--- src/rtl/sscv_pkg.sv ---
`default_nettype none
package sscv_pkg;

    localparam int MAX_COLS    = 1024;
    localparam int COL_W       = $clog2(MAX_COLS);
    localparam int MAX_HALF    = 4;
    localparam int NUM_TAPS    = MAX_HALF + 1;
    localparam int WIN_LEN     = 2 * MAX_HALF + 1;
    localparam int WIN_IDX_W   = $clog2(WIN_LEN);
    localparam int PIX_BITS    = 16;
    localparam int COEF_BITS   = 16;
    localparam int COEF_FRAC   = 14;
    localparam int ROW_W       = 13;
    localparam int ROWP_W      = ROW_W + 1;
    localparam int CCOL_W      = 11;
    localparam int HALF_W      = 3;
    localparam int KIDX_W      = $clog2(NUM_TAPS);
    localparam int SLOT_W      = $clog2(2 * MAX_HALF);
    localparam int ADDR_W      = SLOT_W + COL_W;
    localparam int STORE_DEPTH = 2 * MAX_HALF * MAX_COLS;
    localparam int SUM_W       = PIX_BITS + 1;
    localparam int PROD_W      = COEF_BITS + SUM_W;
    localparam int ACC_W       = PROD_W + 5;
    localparam int CFG_IDX_W   = 3;
    localparam int CFG_DAT_W   = 16;

    localparam logic [CFG_IDX_W-1:0] REG_ROWS   = 3'd0;
    localparam logic [CFG_IDX_W-1:0] REG_COLS   = 3'd1;
    localparam logic [CFG_IDX_W-1:0] REG_HALF   = 3'd2;
    localparam logic [CFG_IDX_W-1:0] REG_COEF0  = 3'd3;
    localparam logic [CFG_IDX_W-1:0] REG_COEF1  = 3'd4;
    localparam logic [CFG_IDX_W-1:0] REG_COEF2  = 3'd5;
    localparam logic [CFG_IDX_W-1:0] REG_COEF3  = 3'd6;
    localparam logic [CFG_IDX_W-1:0] REG_COEF4  = 3'd7;

    localparam logic [3:0] OP_NONE  = 4'd0;
    localparam logic [3:0] OP_SHIFT = 4'd1;
    localparam logic [3:0] OP_HMAC  = 4'd2;
    localparam logic [3:0] OP_HRND  = 4'd3;
    localparam logic [3:0] OP_VXA   = 4'd4;
    localparam logic [3:0] OP_VRA   = 4'd5;
    localparam logic [3:0] OP_VXB   = 4'd6;
    localparam logic [3:0] OP_VRB   = 4'd7;
    localparam logic [3:0] OP_VMAC  = 4'd8;
    localparam logic [3:0] OP_FIN   = 4'd9;

    localparam logic signed [ACC_W-1:0] RND_HALF = ACC_W'(1) << (COEF_FRAC - 1);
    localparam logic signed [ACC_W-1:0] SAT_HI   = (ACC_W'(1) << (PIX_BITS - 1)) - ACC_W'(1);
    localparam logic signed [ACC_W-1:0] SAT_LO   = ~SAT_HI;

    typedef struct packed {
        logic [ROW_W-1:0]                     img_rows;
        logic [CCOL_W-1:0]                    img_cols;
        logic [HALF_W-1:0]                    half_size;
        logic [NUM_TAPS-1:0][COEF_BITS-1:0]   coef;
    } t_cfg;

    typedef struct packed {
        logic [3:0]                  op;
        logic signed [PIX_BITS-1:0]  pix;
        logic [KIDX_W-1:0]           k;
        logic [COL_W-1:0]            j;
        logic [COL_W-1:0]            c;
        logic [COL_W-1:0]            hi;
        logic [ROW_W-1:0]            row_r;
        logic [ROW_W-1:0]            orow;
        logic                        has_cur;
        logic                        emit;
        logic                        wr;
        logic                        last;
        logic                        done;
    } t_cmd;

    typedef struct packed {
        logic out_free;
    } t_sts;

    function automatic logic [ROW_W-1:0] eff_rows(input t_cfg cfg);
        return (cfg.img_rows == '0) ? ROW_W'(1) : cfg.img_rows;
    endfunction

    function automatic logic [CCOL_W-1:0] eff_cols(input t_cfg cfg);
        logic [CCOL_W-1:0] c;
        c = (cfg.img_cols == '0) ? CCOL_W'(1) : cfg.img_cols;
        if (c > CCOL_W'(MAX_COLS)) c = CCOL_W'(MAX_COLS);
        return c;
    endfunction

    function automatic logic [HALF_W-1:0] eff_half(input t_cfg cfg);
        return (cfg.half_size > HALF_W'(MAX_HALF)) ? HALF_W'(MAX_HALF) : cfg.half_size;
    endfunction

    function automatic logic signed [PIX_BITS-1:0] round_sat(input logic signed [ACC_W-1:0] acc);
        logic signed [ACC_W-1:0] t;
        t = (acc + RND_HALF) >>> COEF_FRAC;
        if (t > SAT_HI) t = SAT_HI;
        if (t < SAT_LO) t = SAT_LO;
        return t[PIX_BITS-1:0];
    endfunction

    // line store slot of a row: row mod 2h; mod 6 through a reciprocal of three
    function automatic logic [SLOT_W-1:0] slot_of(input logic [ROW_W-1:0] x,
                                                  input logic [HALF_W-1:0] h);
        logic [ROW_W+15:0] prod;
        logic [ROW_W-2:0]  q;
        logic [ROW_W:0]    q3;
        logic [ROW_W:0]    rem;
        logic [SLOT_W-1:0] m;
        prod = {16'd0, x} * {{ROW_W{1'b0}}, 16'd43691};
        q    = prod[ROW_W+15:17];
        q3   = {1'b0, q, 1'b0} + {2'b0, q};
        rem  = {1'b0, x} - q3;
        m    = (rem[0] == x[0]) ? {1'b0, rem[1:0]} : ({1'b0, rem[1:0]} + SLOT_W'(3));
        case (h)
            3'd1:    return {2'b0, x[0]};
            3'd2:    return {1'b0, x[1:0]};
            3'd3:    return m;
            3'd4:    return x[2:0];
            default: return '0;
        endcase
    endfunction

endpackage
`default_nettype wire

--- src/rtl/sscv_ctrl.sv ---
`default_nettype none
module sscv_ctrl (
    input  logic                  i_clk,
    input  logic                  i_rst_n,
    input  sscv_pkg::t_cfg        i_cfg,
    input  logic                  i_in_valid,
    output logic                  o_in_ready,
    input  logic                  i_req_type,
    input  logic signed [sscv_pkg::PIX_BITS-1:0] i_pixel_in,
    input  sscv_pkg::t_sts        i_sts,
    output sscv_pkg::t_cmd        o_cmd
);
    import sscv_pkg::*;

    localparam logic [3:0] S_IDLE = 4'd0;
    localparam logic [3:0] S_HMAC = 4'd1;
    localparam logic [3:0] S_HRND = 4'd2;
    localparam logic [3:0] S_VXA  = 4'd3;
    localparam logic [3:0] S_VRA  = 4'd4;
    localparam logic [3:0] S_VXB  = 4'd5;
    localparam logic [3:0] S_VRB  = 4'd6;
    localparam logic [3:0] S_VMAC = 4'd7;
    localparam logic [3:0] S_FIN  = 4'd8;

    logic [3:0]          r_state, n_state;
    logic [ROWP_W-1:0]   r_row,   n_row;
    logic [COL_W-1:0]    r_col,   n_col;
    logic [ROW_W-1:0]    r_rr,    n_rr;
    logic [COL_W-1:0]    r_c,     n_c;
    logic [COL_W-1:0]    r_hi,    n_hi;
    logic [COL_W-1:0]    r_j,     n_j;
    logic [COL_W-1:0]    r_jhi,   n_jhi;
    logic [KIDX_W-1:0]   r_k,     n_k;
    logic                r_drain, n_drain;
    logic                r_emit,  n_emit;
    logic [ROW_W-1:0]    r_orow,  n_orow;

    logic [ROW_W-1:0]         rows;
    logic [CCOL_W-1:0]        cols;
    logic [HALF_W-1:0]        h;
    logic [COL_W-1:0]         colsm1;
    logic                     wrap;
    logic [ROW_W-1:0]         rowp;
    logic [COL_W-1:0]         colp;
    logic                     last_p;
    logic signed [COL_W+1:0]  jlo_s;
    logic signed [COL_W+1:0]  jhi_s;
    logic                     any_col;
    logic                     in_rng;
    logic signed [ROWP_W:0]   orow_d;
    logic [COL_W-1:0]         c_d;

    always_comb begin
        rows   = eff_rows(i_cfg);
        cols   = eff_cols(i_cfg);
        h      = eff_half(i_cfg);
        colsm1 = COL_W'(cols - CCOL_W'(1));

        wrap   = r_row >= {1'b0, rows};
        rowp   = wrap ? '0 : r_row[ROW_W-1:0];
        colp   = wrap ? '0 : r_col;
        last_p = colp >= colsm1;
        jlo_s  = $signed({2'b0, colp}) - $signed({{(COL_W+2-HALF_W){1'b0}}, h});
        jhi_s  = last_p ? $signed({2'b0, colsm1}) : jlo_s;
        if (jlo_s > jhi_s) jlo_s = jhi_s;
        if (jlo_s < 0) jlo_s = '0;
        any_col = jlo_s <= jhi_s;

        in_rng = (r_row >= {1'b0, rows}) &&
                 ({1'b0, r_row} < ({2'b0, rows} + {{(ROWP_W+1-HALF_W){1'b0}}, h}));
        orow_d = $signed({1'b0, r_row}) - $signed({{(ROWP_W+1-HALF_W){1'b0}}, h});
        c_d    = (r_col > colsm1) ? colsm1 : r_col;

        n_state = r_state;
        n_row   = r_row;
        n_col   = r_col;
        n_rr    = r_rr;
        n_c     = r_c;
        n_hi    = r_hi;
        n_j     = r_j;
        n_jhi   = r_jhi;
        n_k     = r_k;
        n_drain = r_drain;
        n_emit  = r_emit;
        n_orow  = r_orow;

        o_in_ready    = (r_state == S_IDLE);
        o_cmd.op      = OP_NONE;
        o_cmd.pix     = i_pixel_in;
        o_cmd.k       = r_k;
        o_cmd.j       = r_j;
        o_cmd.c       = r_c;
        o_cmd.hi      = r_hi;
        o_cmd.row_r   = r_rr;
        o_cmd.orow    = r_orow;
        o_cmd.has_cur = !r_drain;
        o_cmd.emit    = r_emit;
        o_cmd.wr      = !r_drain && (h != '0);
        o_cmd.last    = (r_j == r_jhi);
        o_cmd.done    = (r_orow == rows - ROW_W'(1)) && (r_j == colsm1);

        case (r_state)
            S_IDLE: begin
                if (i_in_valid) begin
                    if (!i_req_type) begin
                        o_cmd.op = OP_SHIFT;
                        n_rr     = rowp;
                        n_c      = colp;
                        n_hi     = last_p ? colsm1 : colp;
                        n_j      = jlo_s[COL_W-1:0];
                        n_jhi    = jhi_s[COL_W-1:0];
                        n_k      = '0;
                        n_drain  = 1'b0;
                        n_row    = last_p ? ROWP_W'(rowp) + ROWP_W'(1) : ROWP_W'(rowp);
                        n_col    = last_p ? '0 : colp + COL_W'(1);
                        n_state  = any_col ? S_HMAC : S_IDLE;
                    end else if (in_rng) begin
                        n_row = (c_d >= colsm1) ? r_row + ROWP_W'(1) : r_row;
                        n_col = (c_d >= colsm1) ? '0 : c_d + COL_W'(1);
                        if (orow_d >= 0) begin
                            n_drain = 1'b1;
                            n_emit  = 1'b1;
                            n_orow  = orow_d[ROW_W-1:0];
                            n_j     = c_d;
                            n_jhi   = c_d;
                            n_k     = '0;
                            n_state = S_VXA;
                        end
                    end
                end
            end
            S_HMAC: begin
                o_cmd.op = OP_HMAC;
                if (HALF_W'(r_k) == h) begin
                    n_k     = '0;
                    n_state = S_HRND;
                end else begin
                    n_k = r_k + KIDX_W'(1);
                end
            end
            S_HRND: begin
                o_cmd.op = OP_HRND;
                if (r_rr >= ROW_W'(h)) begin
                    n_orow  = r_rr - ROW_W'(h);
                    n_emit  = 1'b1;
                    n_state = S_VXA;
                end else begin
                    n_emit  = 1'b0;
                    n_state = S_FIN;
                end
            end
            S_VXA: begin
                o_cmd.op = OP_VXA;
                n_state  = S_VRA;
            end
            S_VRA: begin
                o_cmd.op = OP_VRA;
                n_state  = S_VXB;
            end
            S_VXB: begin
                o_cmd.op = OP_VXB;
                n_state  = S_VRB;
            end
            S_VRB: begin
                o_cmd.op = OP_VRB;
                n_state  = S_VMAC;
            end
            S_VMAC: begin
                o_cmd.op = OP_VMAC;
                if (HALF_W'(r_k) == h) begin
                    n_k     = '0;
                    n_state = S_FIN;
                end else begin
                    n_k     = r_k + KIDX_W'(1);
                    n_state = S_VXA;
                end
            end
            S_FIN: begin
                // hold while the output register is still full
                if (!r_emit || i_sts.out_free) begin
                    o_cmd.op = OP_FIN;
                    if (r_j == r_jhi) begin
                        n_state = S_IDLE;
                    end else begin
                        n_j     = r_j + COL_W'(1);
                        n_k     = '0;
                        n_state = S_HMAC;
                    end
                end
            end
            default: n_state = S_IDLE;
        endcase
    end

    always_ff @(posedge i_clk) begin
        if (!i_rst_n) begin
            r_state <= S_IDLE;
            r_row   <= '0;
            r_col   <= '0;
            r_drain <= 1'b0;
            r_emit  <= 1'b0;
        end else begin
            r_state <= n_state;
            r_row   <= n_row;
            r_col   <= n_col;
            r_drain <= n_drain;
            r_emit  <= n_emit;
        end
    end

    always_ff @(posedge i_clk) begin
        r_rr   <= n_rr;
        r_c    <= n_c;
        r_hi   <= n_hi;
        r_j    <= n_j;
        r_jhi  <= n_jhi;
        r_k    <= n_k;
        r_orow <= n_orow;
    end

endmodule
`default_nettype wire

--- config.mk ---
export PLATFORM = sky130hd
export DESIGN_NAME = sscv_ctrl
export DESIGN_NICKNAME = d
export VERILOG_FILES = /design/src/rtl/sscv_pkg.sv /design/src/rtl/sscv_ctrl.sv
export SDC_FILE = /design/constraint.sdc
export NUM_CORES = 1
export LEC_CHECK = 0
export BUFFER_PORTS_ARGS = -buffer_cell sky130_fd_sc_hd__buf_2
export CAP_MARGIN = 20
export CORE_UTILIZATION = 62
export CTS_BUF_LIST = sky130_fd_sc_hd__clkbuf_8
export CTS_CLUSTER_SIZE = 40
export DETAILED_ROUTE_END_ITERATION = 12
export GPL_TIMING_DRIVEN = 0
export PLACE_DENSITY_LB_ADDON = 0.25
export SYNTH_ARGS = -nofsm -noshare
export SYNTH_HDL_FRONTEND = slang
export SYNTH_SLANG_ARGS = --single-unit
--- constraint.sdc ---
create_clock -name i_clk -period 14.8 [get_ports i_clk]
set_input_delay 0.74 -clock i_clk [delete_from_list [all_inputs] [get_ports i_clk]]
set_output_delay 0.74 -clock i_clk [all_outputs]
set_load 0.02 [all_outputs]
==> metrics.csv <==
metric,value,unit
critPathKind,in -> reg,
synthDistinctLibCells,81,
rsz0062_at_grt,no,
gp_congestion,1.02,
fin_skew,0.0136,ns
start_util,0.636,
drv_slew,0,
grt.overflow.total,0,
sw_frac_of_total,0.482,
synth.yosys.seq_area_share,0.276,
nets,1525,
fp.dieW,127,µm
cts_setup_buffers,0,
p_switching,0.720,mW
grt_max_degree,29,
crit_slowest_cell,o31ai_1,
intPower,0.775,mW
cts_hold_buf,0,
hp-class,reg -> reg,
num_rows,45,
min_period,10.85,ns
grt_pass1_wl,47000,µm
antenna_found_initial,0,
seq_power_share,0.291,
post-route-period-util,0.733,
grt_pass1_vias,8874,
final.setup.tns,0,ns
wl,30200,µm
area_growth_syn_to_layout,10.7,%
synthesis.nets,1397,
crit_top_cell,o21ai_0,
status,finished clean,
ys.warnings.count,0,
hold_viol,0,
synth_common_cells,"100 x nand2_1, 95 x nor2_1, 91 x ha_1",
htreeDepth,3,
max_stage_delay,0.84,ns
worst_hold_slack,0.497,ns
cap_violations,0,
ir_worst_vdd,0.172,mV
cts_tree,yes,
synth.top_cell.area_share,0.214,
post_cts_resized,0,
synth_edf_count,69,
p_comb_frac,0.592,
vias,9659,
synth_area,9670,µm²
final_antenna_net_count,0,
p_leak,4.72,nW
synth-seq-cells,99,
ios,213,
setup_viol,0,
clkLatencyLatePin,0.41,ns
syn_inst,1174,
drc_errors,0,
dr.first_iter.drc_count,1148,
synth_area_leaders,"edfxtp_1 21%, ha_1 12%, xnor2_1 7.4%",
track_usage,0.378,
drive_gt1_frac,0.139,
path_clk_slew,0.10,ns
cp-end-kind,flip-flop,
async_flop_share,0,
antennaDiodeCount,0,
cts_made_buffers,9,
required,15.11,ns
vias_per_cell,6.46,
fillers,1289,
max_freq,0.0922,GHz
powerDensity,140,nW/µm²
die-area,16100,µm²
dr.pass1.iters,7,
core,15200,µm²
numPortBuffers,113,
synth_area_per_cell,8.24,µm²
ys.flop_type,edfxtp_1,
critPathMaxFanout,10,
die_h,127,µm
wire_per_inst,20.2,µm
clkPwrFrac,0.118,
worst_slew_pin_slew,1.21,ns
cp_data_arrival_time,11.16,ns
cp-start-kind,input port,
yosysMostFrequentCell,nand2_1,
dp_hpwl,23600,µm
cts-root-buf,clkbuf_8,
cts.sinks,99,
slew_headroom,0.172,
clk_path_buf_depth,2,
synth_top_area_cell,edfxtp_1,
## critical path: cells and delay by family
family,cells,cell delay (ns)
AO/OA/AOI/OAI,22,6.21
adder cells (fa/ha/maj),4,1.24
buffers and inverters,5,1.15
multiplexers,1,0.27
AND/OR/NAND/NOR,9,1.52
## flip-flops by register name, summed over array words and instances (netlist names)
signal / cells
r_drain: 1
r_row: 14
r_c: 10
r_orow: 13
r_j: 10
r_rr: 13
r_emit: 1
r_hi: 10
r_jhi: 10
r_col: 10
r_state: 4
r_k: 3
## cell families (layout without fill, tap and decap cells)
kind of cell / count (synthesis) / in the layout / synth area share
AOI/OAI and AO/OA: 260 / 260 / 0.180
xor gates and xnor gates: 101 / 101 / 0.0915
adders and majority gates: 95 / 95 / 0.126
buffers and inverters: 153 / 286 / 0.0680
DFF: 99 / 99 / 0.276
muxes: 27 / 27 / 0.0285
and+or+nand+nor: 439 / 439 / 0.229
## metal layers
metal | vias to the layer above | wire, µm | share of wire | global-route usage
met5 | - | 0 | 0 | 0
met4 | 0 | 1560 | 0.052 | 0.194
met3 | 116 | 2440 | 0.081 | 0.0515
met2 | 567 | 14000 | 0.46 | 0.619
met1 | 4481 | 12200 | 0.40 | 0.488
li1 | 4495 | - | - | -
## cells in the final DEF (no fill, tap or decap), types with 7 or more instances in the layout
cell,count
nor3_1,46
or4_1,8
clkbuf_8,9
mux2i_1,23
nor2_1,94
clkbuf_1,50
nand2b_1,15
inv_1,74
a31oi_1,16
nor2b_1,14
and3_1,31
and2_1,21
xnor2_1,82
xor2_1,19
dfxtp_1,30
edfxtp_1,69
nand3_1,46
a21o_1,16
o21ai_0,63
buf_2,119
nand2_1,100
ha_1,91
o211ai_1,8
a211oi_1,11
buf_4,19
nor4_1,14
o221ai_1,8
o21a_1,7
a21oi_1,63
nand4_1,17
## power by group through the flow
stage                     Sequential, mW  Clock [mW]  Combinational [mW]
after global routing               0.440       0.184               0.962
final                              0.435       0.176               0.885
after global placement             0.440           0               0.834
after detailed placement           0.439           0               0.856
after CTS                          0.432       0.174               0.861
after floorplan                    0.474           0               0.575
## final timing paths
kind,slack [ns],cells after the start,start,endpoint
hold / removal,0.50,2,r_emit$_SDFFE_PN0P_,r_emit$_SDFFE_PN0P_
setup / recovery,3.95,41,i_cfg[99],r_state[0]$_SDFFE_PN0P_
hold reg to reg,0.50,2,r_emit$_SDFFE_PN0P_,r_emit$_SDFFE_PN0P_
setup reg to reg,5.08,37,r_row[12]$_SDFFE_PN0P_,r_state[0]$_SDFFE_PN0P_
## final cells by class
type / count / area, µm² / area share
Timing Repair Buffer: 117 / 601 / 0.0561
Sequential cell: 99 / 2670 / 0.250
Buffer: 78 / 377 / 0.0352
Clock inverter: 7 / 58.8 / 0.00549
Multi-Input combinational cell: 922 / 6350 / 0.594
Inverter: 75 / 282 / 0.0263
Clock buffer: 9 / 124 / 0.0116
Tap cell: 188 / 235 / 0.0220
## per-stage QoR
| step | cell area [µm²] | power [mW] | setup slack (ns) | instances | utilization |
|---|---|---|---|---|---|
| after global placement | 10500 | 1.27 | 3.89 | 1475 | 0.689 |
| final | 10700 | 1.50 | 3.95 | 1495 | 0.704 |
| after floorplan | 9670 | 1.05 | 6.16 | 1174 | - |
| after global routing | 10700 | 1.59 | 3.31 | 1495 | 0.704 |
| after detailed placement | 10500 | 1.29 | 3.76 | 1478 | 0.692 |
| after CTS | 10700 | 1.47 | 4.15 | 1494 | 0.704 |
Power figures use the tool's default switching activity.
